[src/assert_macros.svh]
// Assertion helpers shared by the sampler RTL.
// Both forms sample on the rising edge of clk and are quiet while arst_n is low.
`ifndef ASSERT_MACROS_SVH
`define ASSERT_MACROS_SVH

// The property holds at every clock edge outside reset.
`define CHS_ASSERT(label, prop, msg) \
	label: assert property (@(posedge clk) disable iff (!arst_n) prop) else $error(msg);

// Whenever the trigger holds, the result holds in the next cycle.
`define CHS_ASSERT_NEXT(label, trig, res, msg) \
	label: assert property (@(posedge clk) disable iff (!arst_n) trig |=> res) else $error(msg);

`endif

[src/chs_pkg.sv]
`default_nettype none
package chs_pkg;

	// One input transaction.
	typedef struct packed {
		logic signed [15:0] normal_x;
		logic signed [15:0] normal_y;
		logic signed [15:0] normal_z;
		logic signed [15:0] tangent_x;
		logic signed [15:0] tangent_y;
		logic signed [15:0] tangent_z;
		logic [15:0]        rand_u;
		logic [15:0]        rand_v;
		logic [15:0]        albedo_r;
		logic [15:0]        albedo_g;
		logic [15:0]        albedo_b;
		logic               sample_ok;
	} sample_t;

	// One result transaction.
	typedef struct packed {
		logic signed [15:0] dir_x;
		logic signed [15:0] dir_y;
		logic signed [15:0] dir_z;
		logic [14:0]        density;
		logic [14:0]        refl_r;
		logic [14:0]        refl_g;
		logic [14:0]        refl_b;
		logic               out_ok;
	} result_t;

	// Square-root chain for cos/sin theta: 33-bit argument, 17-bit root.
	localparam int SQ_ANG_STAGES = 17;
	localparam int SQ_ANG_W      = 2 * SQ_ANG_STAGES;
	// Square-root chain for the vector length: 58-bit argument, 29-bit root.
	localparam int SQ_LEN_STAGES = 29;
	localparam int SQ_LEN_W      = 2 * SQ_LEN_STAGES;
	// Normalizing divider: 44-bit numerator, 29-bit length, 15-bit quotient.
	localparam int DIV_STAGES = 15;
	localparam int DIV_NUM_W  = 44;
	localparam int DIV_DEN_W  = SQ_LEN_STAGES;

	// Total pipeline depth from the input register to the last stage.
	localparam int LAT = 69;

	localparam logic [32:0] PI_Q31     = 33'd6746518852;
	localparam logic [30:0] INV_PI_Q32 = 31'd1367130551;
	localparam logic [30:0] Q30_ONE    = 31'h4000_0000;

	// Reciprocals ceil(2^36 / d); exact floor division for any 30-bit value.
	localparam logic [33:0] RECIP_6  = 34'(((64'd1 << 36) + 64'd5) / 64'd6);
	localparam logic [33:0] RECIP_12 = 34'(((64'd1 << 36) + 64'd11) / 64'd12);
	localparam logic [33:0] RECIP_20 = 34'(((64'd1 << 36) + 64'd19) / 64'd20);
	localparam logic [33:0] RECIP_30 = 34'(((64'd1 << 36) + 64'd29) / 64'd30);
	localparam logic [33:0] RECIP_42 = 34'(((64'd1 << 36) + 64'd41) / 64'd42);
	localparam logic [33:0] RECIP_56 = 34'(((64'd1 << 36) + 64'd55) / 64'd56);

	// Floor of x / d, with m the reciprocal of d from the list above.
	function automatic logic [29:0] mul_recip(input logic [29:0] x, input logic [33:0] m);
		logic [63:0] p;
		p = 64'(x) * 64'(m);
		return 30'(p[63:36]);
	endfunction

	// Q0.16 value divided by pi, rounded half up.
	function automatic logic [14:0] over_pi(input logic [15:0] x);
		logic [47:0] p;
		p = 48'(x) * 48'(INV_PI_Q32) + (48'd1 << 31);
		return p[46:32];
	endfunction

endpackage
`default_nettype wire

[src/chs_div_cell.sv]
`default_nettype none
module chs_div_cell #(
	parameter int NW    = chs_pkg::DIV_NUM_W,
	parameter int DW    = chs_pkg::DIV_DEN_W,
	parameter int QW    = chs_pkg::DIV_STAGES,
	parameter int SHIFT = 0
) (
	input  logic          clk,
	input  logic          adv,
	input  logic [NW-1:0] rem,
	input  logic [DW-1:0] den,
	input  logic [QW-1:0] quo,
	output logic [NW-1:0] rem_q,
	output logic [DW-1:0] den_q,
	output logic [QW-1:0] quo_q
);
	import chs_pkg::*;

	logic [NW-1:0] sub;

	assign sub = NW'(den) << SHIFT;

	// One restoring division step, settling one quotient bit.
	always_ff @(posedge clk) begin
		if (adv) begin
			den_q <= den;
			if (rem >= sub) begin
				rem_q <= rem - sub;
				quo_q <= quo | (QW'(1) << SHIFT);
			end else begin
				rem_q <= rem;
				quo_q <= quo;
			end
		end
	end
endmodule
`default_nettype wire

[config.mk]
export PLATFORM = sky130hd
export DESIGN_NAME = chs_div_cell
export DESIGN_NICKNAME = d
export VERILOG_FILES = /design/src/assert_macros.svh /design/src/chs_pkg.sv /design/src/chs_div_cell.sv
export SDC_FILE = /design/constraint.sdc
export NUM_CORES = 1
export LEC_CHECK = 0
export ABC_AREA = 1
export BUFFER_PORTS_ARGS = -buffer_cell sky130_fd_sc_hd__buf_2
export CORE_ASPECT_RATIO = 1.75
export CORE_MARGIN = 5
export CORE_UTILIZATION = 54
export CTS_CLUSTER_DIAMETER = 50
export CTS_CLUSTER_SIZE = 16
export DETAILED_ROUTE_END_ITERATION = 8
export PLACE_DENSITY = 0.87
export RECOVER_POWER = 100
export SETUP_SLACK_MARGIN = 0.1
export SLEW_MARGIN = 5
export SYNTH_ARGS = -nofsm -noshare
export SYNTH_HDL_FRONTEND = slang
export SYNTH_SLANG_ARGS = --single-unit
[constraint.sdc]
create_clock -name clk -period 2.2 [get_ports clk]
set_input_delay 0.11 -clock clk [delete_from_list [all_inputs] [get_ports clk]]
set_output_delay 0.11 -clock clk [all_outputs]
set_load 0.03 [all_outputs]
Word-level counts from Yosys, hierarchy flattened
Cells that the tools add are included.

storage, ports and cells
  bits in registers = 88
  bits of input ports = 90
  output and inout port bits = 88
  word-level logic and storage cells = 7

operators by class
  add/sub/neg operators = 1
  magnitude comparators = 1
  muxes and demuxes = 1

operators with widths
  operator        number
  $ge 44x29->1    1
  $mux 44         1
  $sub 44x29->44  1

Longest topological paths before layout
  word-level depth = 2
  gate-level depth with buffers = 16
  mapped depth without buffers = 16

Least setup slack after synthesis
Ideal clock, no wire load.

  path type = input -> register
  start point = in rem[0]
  end point = reg rem_q[10] (data pin)
  setup time = 252 ps
  arrival time = 1691 ps
  data required time = 1948 ps
  setup slack = 256 ps
  stages on the path = 14
  path buffers = 1
  path through = inv_1 ha_1 fa_1 inv_1 nand3_1 nand3_2 nand3_1 nand3_1 nand2_1 nand2_2 a21boi_4 buf_8 nand2_1 nand2_1

on the way
  cells in the longest elaborated chain, start to end = 2
  elaborated cells on any way between the ends = 3
  classes of those cells = add/sub: 1; order compare: 1; mux: 1

ends and longest elaborated chain
  element                                                RTL line                                source
  from (decl)                                            chs_div_cell.sv:10                      input logic [NW-1:0] rem,
  $sub 44x29->44 / $ge 44x29->1 (equally long branches)  chs_div_cell.sv:28, chs_div_cell.sv:27
  $mux 44 *                                              chs_div_cell.sv:27                      if (rem >= sub) begin
  to (signal assigned)                                   chs_div_cell.sv:28                      rem_q <= rem - sub;
  to (signal assigned)                                   chs_div_cell.sv:31                      rem_q <= rem;
  to (decl)                                              chs_div_cell.sv:13                      output logic [NW-1:0] rem_q,

Every way passes the cells marked *; elsewhere a longest branch is shown, timed or not.
A chain may end at the register's enable or synchronous reset.

Worst setup path after layout
  start point = in den[7]
  end point = reg rem_q[31] (data pin)

on the way
  cells in the longest elaborated chain, start to end = 2
  elaborated cells on any way between the ends = 3
  classes of those cells = add/sub: 1; order compare: 1; mux: 1

ends and longest elaborated chain
  element                                                RTL line                                source
  from (decl)                                            chs_div_cell.sv:11                      input logic [DW-1:0] den,
  $sub 44x29->44 / $ge 44x29->1 (equally long branches)  chs_div_cell.sv:28, chs_div_cell.sv:27
  $mux 44 *                                              chs_div_cell.sv:27

Marked as above.

==> metrics.yaml <==
h-tree-depth: 3
ys_ff_latch: 88
yosysWarnings: 0
initial_core_util_pct: 54.6
core_um2: 11900
critPathSlowestCell: "ha_1"
synthTopCellsByArea: "edfxtp_1 41%, nand2_1 22%, inv_1 11%"
antenna_found_initial: 0
io_pins: 178
crit_chain: "clkbuf_1 -> inv_1 -> ha_1 -> nand2_1 -> nor2_1 -> nand2_1 -> inv_1 -> nand2_1 -> nand2_1 -> nand2_1 -> nand3_1 -> nand2_1 -> nand2_1 -> inv_1"
final_layout_size_suffix_gt1_share_pct: 13.2
dieWidth_um: 92.8
netlist_top_cells_count: "384 x nand2_1, 194 x inv_1, 88 x edfxtp_1, 83 x nor2_1, 53 x nand3_1"
drt_iter0_markers: 508
overflow: 0
cts.path.max_buffers: 2
via_per_inst: 5.22
dieArea_um2: 14400
finalCritPeriodShare_pct: 90.4
setup_viol: 0
fmax_mhz: 503
path_max_fanout: 4
cts_tree: "built"
fin_crit_ps: 1990
power.leakage_nw: 4.41
gp_congestion: 0.959
path_clk_slew_ps: 70
fin_ws_ps: 211
worst_slew_pin_slew_ps: 2050
end_kind: "register"
grt_pass1_wl_um: 36800
vias: 7081
netlist_area_um2: 6480
place_hpwl_um: 18300
final_nets: 1334
grt_pass1_vias: 7360
p_total_w: 0.00542
status: "finished, violations left"
synthFlopType: "edfxtp_1"
cts_made_buffers: 9
ant_nets: 0
ir_worst_vdd_mv: 0.378
grt_usage_pct: 33.4
grt_max_degree: 55
cp_common_cell: "nand2_1"
yosysMostFrequentCell: "nand2_1"
synth-edff-count: 88
worstHoldPathCells: 3
syn-instance-count: 930
area_growth_pct: 31.8
syn-num-nets: 1050
start_kind: "input pin"
hp-start: "rem[16]"
required_ps: 2320
numPortBuffers: 177
cts_num_sinks: 88
num_antenna_cells: 0
postCtsSetupBuffers: 0
die_y_um: 155
drv_cap: 1
hp-class: "in -> reg"
drt_wl_total_um: 24100
slew_violations: 35
synth_async_sr_flop_share_pct: 0
first_pass_iters: 5
violations: "capacitance limit, slew limit"
max_stage_delay_ps: 370
maxSlewHeadroom_pct: -36.6
hold_viol: 0
ctsRootBufferMaster: "clkbuf_16"
critPathArrivalTime_ps: 2110
drc_errors: 0
rows: 53
synth_top_area_cell: "edfxtp_1"
pre_cts_slack_ps: -43.5
min_to: "rem_q[16]$_DFFE_PP_"
seq_area_frac_synth_pct: 40.8
rsz0062_at_grt: "no"
worstSetupPathType: "in -> reg"
wl_per_cell_um: 17.8
p_per_area_nw_per_um2: 634
netlist-cell-type-count: 28
synth_top_area_share_pct: 40.8
syn_area_per_cell_um2: 6.97
[flip-flops by register name, summed over array words and instances (netlist names)]
register and flops:
den_q 29, quo_q 15, rem_q 44
[cells in the final DEF (no fill, tap or decap), types with 4 or more instances in the layout]
cell           netlist  routed
a21oi_1             22      22
inv_1              194     194
edfxtp_1            88      88
buf_4                0      52
nand4_1             12      12
clkbuf_16            0       9
clkbuf_1             0     108
buf_12               0       4
nand3_1             53      53
nand2_1            384     388
dlygate4sd3_1        0      43
xor2_1              17      17
nand3b_1             6       6
buf_2                1      69
nor3_1               4       4
o21ai_0              5       5
nor2_1              83      83
nand2_2              9       5
ha_1                29      29
[cell type report]
class / instances / area (um2)
multi-input combinational: 641 / 3030
timing repair buffer: 280 / 1680
inverter: 194 / 728
clock buffer: 9 / 225
clock inverter: 7 / 73.8
tap: 137 / 171
fill: 1032 / 3330
sequential: 88 / 2640
[report_power, final]
group | internal (W) | switching, W
sequential | 0.00207 | 0.0000489
clock | 0.000803 | 0.000767
combinational | 0.000549 | 0.00118
[critical path: cells and delay by family]
| family | cells | cell delay (ps) |
|---|---|---|
| adder cells (fa/ha/maj) | 1 | 370 |
| buffers and inverters | 4 | 300 |
| AND/OR/NAND/NOR | 9 | 1340 |
[worst max path at each step]
stage,from,endpoint,slack [ps],depth (start not counted)
final,den[7],rem_q[31]$_DFFE_PP_,210,14
after global routing,den[7],rem_q[23]$_DFFE_PP_,60,14
after detailed placement,rem[27],quo_q[0]$_SDFFCE_PP1P_,-40,12
after global placement,rem[27],quo_q[0]$_SDFFCE_PP1P_,-7,12
after floorplan,rem[0],rem_q[10]$_DFFE_PP_,260,14
after CTS,rem[27],quo_q[0]$_SDFFCE_PP1P_,310,12
[cells by family (layout without fill, tap and decap cells)]
family                   after synthesis  in the layout  share of synthesized area [%]
AND/OR/NAND/NOR                      561            561                           35.6
buffers and inverters                201            490                           12.4
flip-flops                            88             88                           40.8
AO/OA/AOI/OAI                         32             32                           2.90
adder cells (fa/ha/maj)               30             30                           5.91
XOR/XNOR                              18             18                           2.43
[metal layers]
metal  share of wire [%]  GRT usage [%]  wire (um)
met1                  33           32.3       7880
met5                   0              0          0
met2                  54           63.6      13100
met3                 5.5           4.21       1330
met4                 7.8           23.3       1870
[through the flow]
| stage | cell area, um2 | hold slack, ps | TNS, ps | utilization [%] | instances |
|---|---|---|---|---|---|
| floorplan | 6480 | 209 | 0 | - | 930 |
| global placement | 7980 | 287 | -6.63 | 67.2 | 1297 |
| detailed placement | 7980 | 288 | -94.3 | 67.2 | 1297 |
| CTS | 8710 | 40.4 | 0 | 73.4 | 1356 |
| global route | 8540 | 44.8 | 0 | 72.0 | 1356 |
| finish | 8540 | 41.6 | 0 | 72.0 | 1356 |
[what timing repair did]
item,CTS,global route
endpoints found under the hold margin,43,0
gates resized for setup,0,0
hold buffers,43,0
Power figures use the tool's default switching activity.
