`config.mk`:
```
export PLATFORM = sky130hd
export DESIGN_NAME = chs_sqrt_cell
export DESIGN_NICKNAME = d
export VERILOG_FILES = /design/src/assert_macros.svh /design/src/chs_pkg.sv /design/src/chs_sqrt_cell.sv
export SDC_FILE = /design/constraint.sdc
export NUM_CORES = 1
export LEC_CHECK = 0
export BUFFER_PORTS_ARGS = -buffer_cell sky130_fd_sc_hd__buf_4
export CAP_MARGIN = 20
export CORE_MARGIN = 1.5
export CORE_UTILIZATION = 40
export CTS_BUF_LIST = sky130_fd_sc_hd__clkbuf_4 sky130_fd_sc_hd__clkbuf_8
export CTS_CLUSTER_SIZE = 25
export DETAILED_ROUTE_END_ITERATION = 12
export GPL_ROUTABILITY_DRIVEN = 1
export PLACE_DENSITY = 0.65
export SLEW_MARGIN = 20
export SYNTH_ARGS = -nofsm -noshare
export SYNTH_HDL_FRONTEND = slang
export SYNTH_SLANG_ARGS = --single-unit
```
`constraint.sdc`:
```
create_clock -name clk -period 7.01 [get_ports clk]
set_input_delay 2.103 -clock clk [delete_from_list [all_inputs] [get_ports clk]]
set_output_delay 2.103 -clock clk [all_outputs]
set_load 0.005 [all_outputs]
```
`src/assert_macros.svh`:
```
// Assertion helpers shared by the sampler RTL.
// Both forms sample on the rising edge of clk and are quiet while arst_n is low.
`ifndef ASSERT_MACROS_SVH
`define ASSERT_MACROS_SVH

// The property holds at every clock edge outside reset.
`define CHS_ASSERT(label, prop, msg) \
	label: assert property (@(posedge clk) disable iff (!arst_n) prop) else $error(msg);

// Whenever the trigger holds, the result holds in the next cycle.
`define CHS_ASSERT_NEXT(label, trig, res, msg) \
	label: assert property (@(posedge clk) disable iff (!arst_n) trig |=> res) else $error(msg);

`endif

```
`src/chs_pkg.sv`:
```
`default_nettype none
package chs_pkg;

	// One input transaction.
	typedef struct packed {
		logic signed [15:0] normal_x;
		logic signed [15:0] normal_y;
		logic signed [15:0] normal_z;
		logic signed [15:0] tangent_x;
		logic signed [15:0] tangent_y;
		logic signed [15:0] tangent_z;
		logic [15:0]        rand_u;
		logic [15:0]        rand_v;
		logic [15:0]        albedo_r;
		logic [15:0]        albedo_g;
		logic [15:0]        albedo_b;
		logic               sample_ok;
	} sample_t;

	// One result transaction.
	typedef struct packed {
		logic signed [15:0] dir_x;
		logic signed [15:0] dir_y;
		logic signed [15:0] dir_z;
		logic [14:0]        density;
		logic [14:0]        refl_r;
		logic [14:0]        refl_g;
		logic [14:0]        refl_b;
		logic               out_ok;
	} result_t;

	// Square-root chain for cos/sin theta: 33-bit argument, 17-bit root.
	localparam int SQ_ANG_STAGES = 17;
	localparam int SQ_ANG_W      = 2 * SQ_ANG_STAGES;
	// Square-root chain for the vector length: 58-bit argument, 29-bit root.
	localparam int SQ_LEN_STAGES = 29;
	localparam int SQ_LEN_W      = 2 * SQ_LEN_STAGES;
	// Normalizing divider: 44-bit numerator, 29-bit length, 15-bit quotient.
	localparam int DIV_STAGES = 15;
	localparam int DIV_NUM_W  = 44;
	localparam int DIV_DEN_W  = SQ_LEN_STAGES;

	// Total pipeline depth from the input register to the last stage.
	localparam int LAT = 69;

	localparam logic [32:0] PI_Q31     = 33'd6746518852;
	localparam logic [30:0] INV_PI_Q32 = 31'd1367130551;
	localparam logic [30:0] Q30_ONE    = 31'h4000_0000;

	// Reciprocals ceil(2^36 / d); exact floor division for any 30-bit value.
	localparam logic [33:0] RECIP_6  = 34'(((64'd1 << 36) + 64'd5) / 64'd6);
	localparam logic [33:0] RECIP_12 = 34'(((64'd1 << 36) + 64'd11) / 64'd12);
	localparam logic [33:0] RECIP_20 = 34'(((64'd1 << 36) + 64'd19) / 64'd20);
	localparam logic [33:0] RECIP_30 = 34'(((64'd1 << 36) + 64'd29) / 64'd30);
	localparam logic [33:0] RECIP_42 = 34'(((64'd1 << 36) + 64'd41) / 64'd42);
	localparam logic [33:0] RECIP_56 = 34'(((64'd1 << 36) + 64'd55) / 64'd56);

	// Floor of x / d, with m the reciprocal of d from the list above.
	function automatic logic [29:0] mul_recip(input logic [29:0] x, input logic [33:0] m);
		logic [63:0] p;
		p = 64'(x) * 64'(m);
		return 30'(p[63:36]);
	endfunction

	// Q0.16 value divided by pi, rounded half up.
	function automatic logic [14:0] over_pi(input logic [15:0] x);
		logic [47:0] p;
		p = 48'(x) * 48'(INV_PI_Q32) + (48'd1 << 31);
		return p[46:32];
	endfunction

endpackage
`default_nettype wire

```
`src/chs_sqrt_cell.sv`:
```
`default_nettype none
module chs_sqrt_cell #(
	parameter int W     = chs_pkg::SQ_LEN_W,
	parameter int SHIFT = 0
) (
	input  logic         clk,
	input  logic         adv,
	input  logic [W-1:0] rem,
	input  logic [W-1:0] root,
	output logic [W-1:0] rem_q,
	output logic [W-1:0] root_q
);
	import chs_pkg::*;

	logic [W-1:0] bit_val;
	logic [W-1:0] trial;

	assign bit_val = W'(1) << SHIFT;
	assign trial   = root + bit_val;

	// One step of the digit-by-digit integer square root.
	always_ff @(posedge clk) begin
		if (adv) begin
			if (rem >= trial) begin
				rem_q  <= rem - trial;
				root_q <= (root >> 1) + bit_val;
			end else begin
				rem_q  <= rem;
				root_q <= root >> 1;
			end
		end
	end
endmodule
`default_nettype wire

```
### Yosys cells after proc, flatten, opt, wreduce, memory -nomap -nowiden

Index checks and enable logic that the tools add are counted.

* flip-flop bits (word level): 116
* input port bits: 118
* output and inout bits: 116
* logic and storage cells: 9

* muxes and demuxes: 2
* add/subtract/negate cells: 3
* $lt $le $gt $ge: 1

Operators by type and width (count)
* adder 57 x 1 -> 58 bit, second input constant: 1
* adder 58 x 1 -> 58 bit, second input constant: 1
* greater-or-equal comparator 58 bit: 1
* 2-to-1 mux 58 bit: 1
* subtractor 58 bit: 1
* 2-to-1 mux 57 bit: 1

### Depth between registers and ports, before layout

* depth in word-level cells: 3
* mapped depth: 24

### Worst setup path after synthesis

Ideal clock, no wire load.

* kind: in2reg
* start point: in root[25]
* end point: reg rem_q[13], data pin
* data arrival time: 6.211 ns
* slack: 0.539 ns
* path buffers: 3
* setup time: 0.260 ns
* stages on the path: 22
* cells stage by stage: buf_4 > nand4_2 > nor2_2 > and3_4 > nand2_2 > nor2_4 > nand4_1 > or3_1 > nor4_1 > nand2_1 > xor2_1 > ha_1 > nand2_1 > nor2_1 > nand2_1 > nor4_1 > a41o_1 > a21oi_1 > o21ba_1 > buf_6 > buf_2 > mux2_2

* cells in the longest elaborated chain, start to end: 3

RTL lines
* from (decl): line chs_sqrt_cell.sv:9 `input logic [W-1:0] root,`
* adder 58 x 1 -> 58 bit: line chs_sqrt_cell.sv:19 `assign trial = root + bit_val;`
* greater-or-equal comparator 58 bit: line chs_sqrt_cell.sv:24 `if (rem >= trial) begin`
* 2-to-1 mux 58 bit: line chs_sqrt_cell.sv:24
* to (signal assigned): line chs_sqrt_cell.sv:25 `rem_q <= rem - trial;`
* to (signal assigned): line chs_sqrt_cell.sv:28 `rem_q <= rem;`
* to (decl): line chs_sqrt_cell.sv:10 `output logic [W-1:0] rem_q,`

No other way between the ends.
A chain may end at the register's enable or synchronous reset.

### Worst setup path in the final report

Same ends and word-level chain as after synthesis.

==> results.json <==
{
  "outcome": "finished clean",
  "grt_start_max_net_pins": 71,
  "synthesis.area_um2": 9850,
  "rows": 57,
  "syn-instance-count": 1105,
  "hold_path_class": "primary input to register",
  "p_leak_uw": 0.00498,
  "finalWirelength_um": 32800,
  "fin_crit_ns": 6.73,
  "crit_path_max_fanout": 13,
  "dp_hpwl_um": 26900,
  "syn_nets": 1284,
  "place_area_um2": 12100,
  "cts_tree": "yes",
  "yosysSeqAreaShare_pct": 35.4,
  "postCtsSetupBuffers": 0,
  "cp-end-kind": "register",
  "avgViaCountPerCell": 5.52,
  "ioPinCount": 234,
  "slowest_delay_ns": 0.45,
  "ant_nets": 0,
  "final_cell_area_um2": 12600,
  "ctsHoldBuffers": 0,
  "cp-start-kind": "primary input",
  "max_cap_viol_count": 0,
  "ys_async_sr_fraction_pct": 0,
  "crit_family": "simple AND/OR/NAND/NOR gates",
  "path_buf_inv": 3,
  "grt-ovfl-total": 0,
  "antenna_found_initial": 1,
  "grt_usage_pct": 25.4,
  "fmax_mhz": 149,
  "crit_arrival_ns": 6.94,
  "synth.distinct_cells": 78,
  "ys_seq_elements": 116,
  "post_drt_wl_per_cell_um": 19.4,
  "final_max_slew_viol_count": 0,
  "clk_path_buf_depth": 2,
  "dieArea_um2": 25600,
  "drt_iter0_drc": 670,
  "worstPathCellList": "buf_4 > nand4_2 > nor2_2 > and3_4 > nand2_2 > nor2_4 > nand4_1 > or3_1 > nor4_4 > nand2_1 > xor2_1 > ha_1 > nand2_1 > nor2_1 > nand2_1 > nor4_2 > a41o_1 > a21oi_1 > o21ba_4 > buf_4 > buf_4 > mux2_2",
  "ys.flop_type": "edfxtp_1",
  "hold_viol_final": 0,
  "syn_to_final_growth_pct": 27.5,
  "use_met3_pct": 4.18,
  "holdWs_ns": 1.96,
  "root_buffer": "clkbuf_8",
  "tightestPinTransition_ns": 0.971,
  "power_uw": 2350,
  "critical_path_class": "primary input to register",
  "busiest_layer": "met2",
  "io_buffers": 233,
  "met1_usage_pct": 33.5,
  "synth_area_per_cell_um2": 8.92,
  "cp_data_required_time_ns": 7.22,
  "clkTransAtPathRegs_ns": 0.09,
  "max-vdd-ir-drop_uv": 89.2,
  "cts_sinks": 116,
  "crit_slowest_cell": "or3_1",
  "die_w_um": 160,
  "power.density_nw_per_um2": 187,
  "setup_viol_count_final": 0,
  "drive_gt1_share_pct": 27.1,
  "cts_buffers": 17,
  "grt_pass1_wl_um": 50100,
  "final_cell_mix": "buf_4 (283), nor2_1 (141), edfxtp_1 (116)",
  "final_common_cell": "buf_4",
  "finish.utilization_pct": 51.8,
  "use_met2_pct": 42.0,
  "htree_levels": 4,
  "dr.pass1.iters": 5,
  "start_util_pct": 40.6,
  "gp_congestion": 0.961,
  "synth_edf_count": 116,
  "vias": 9331,
  "core_area_um2": 24200,
  "dieHeight_um": 160,
  "relSlewSlack_pct": 35.2,
  "yosysWarnings": 0,
  "first_global_vias": 8948,
  "fin_crit_sh_pct": 96.0,
  "rsz0062_at_grt": "false",
  "drcViolationCount": 0,
  "nNetsFinal": 1530
}
-- kinds of logic after synthesis --
kind of cell	after synthesis	synth area share, %
adders and majority gates	61	7.82
AOI/OAI and AO/OA	243	15.7
buffers and inverters	81	3.97
muxes	12	1.37
xor gates and xnor gates	167	14.8
and+or+nand+nor	425	20.9
DFF	116	35.4
-- report_power, final --
part           leakage [uW]  switching (uW)  internal, uW  total (uW)
clock network      0.000191             324           353         677
logic               0.00365             419           360         779
registers           0.00114            29.2           863         893
total               0.00498             772          1580        2350
-- Yosys cell counts, types with 2 or more instances --
master	n	area share [%]
o211ai_1	3	0.23
edfxtp_1	116	35
ha_1	60	7.6
nor2b_1	5	0.32
nand2b_1	7	0.44
a21o_1	23	1.8
xnor2_1	98	8.7
or2_2	4	0.25
nor4_1	9	0.57
a221oi_2	2	0.30
a211o_1	2	0.18
o21ai_1	7	0.36
a41oi_2	3	0.50
a31oi_1	7	0.44
o21a_1	8	0.61
a21oi_1	115	5.8
mux2_2	12	1.4
and2_4	2	0.18
buf_2	21	1.1
or4_1	2	0.15
o31ai_1	3	0.23
buf_4	2	0.15
and3_1	15	0.95
nand4_1	39	2.5
a2111oi_2	2	0.30
nand2_1	99	3.8
or3_1	9	0.57
nor2_1	141	5.4
xor2_1	69	6.1
buf_6	7	0.80
inv_1	24	0.91
a221oi_1	3	0.27
o21ai_0	33	1.7
and2_1	7	0.44
nand2_2	4	0.25
clkbuf_1	25	0.95
o21bai_1	12	0.91
nor3_1	21	1.1
nand3_1	45	2.3
-- sequential cells by signal (all words and copies together) (netlist names) --
register  cells
root_q       58
rem_q        58
-- metrics by stage --
step                std cells  setup slack, ns  setup TNS, ns
finish                   1689            0.281              0
floorplan                1105            0.539              0
detailed placement       1656           -0.506         -41.83
CTS                      1688            0.137              0
global route             1689           0.0113              0
global placement         1656           -0.473         -39.27
-- layout make-up --
| class | instances | area, um2 |
|---|---|---|
| clock buffer | 17 | 234 |
| inverter | 24 | 90.1 |
| clock inverter | 15 | 180 |
| multi-input combinational | 908 | 6020 |
| timing repair buffer | 284 | 2140 |
| sequential | 116 | 3480 |
| tap | 324 | 405 |
| antenna | 1 | 2.50 |
| fill | 2370 | 11700 |
-- per-layer routing --
| layer | up-vias | share of wire [%] |
|---|---|---|
| li1 | 4493 | - |
| met1 | 4434 | 43 |
| met2 | 345 | 48 |
| met3 | 59 | 6.3 |
| met4 | 0 | 3.1 |
| met5 | - | 0 |
-- final timing paths --
path              startpoint         end  slack, ns  depth (start not counted)
hold / removal      root[54]  root_q[53]       1.96                          2
setup / recovery    root[25]   rem_q[13]       0.28                         22
-- timing repair --
item                                    in CTS  in global routing
pin swaps                                    0                  0
gates resized for setup                      1                  5
endpoints found under the setup margin      30                 85
No activity file was read; power rests on OpenSTA's default activity.
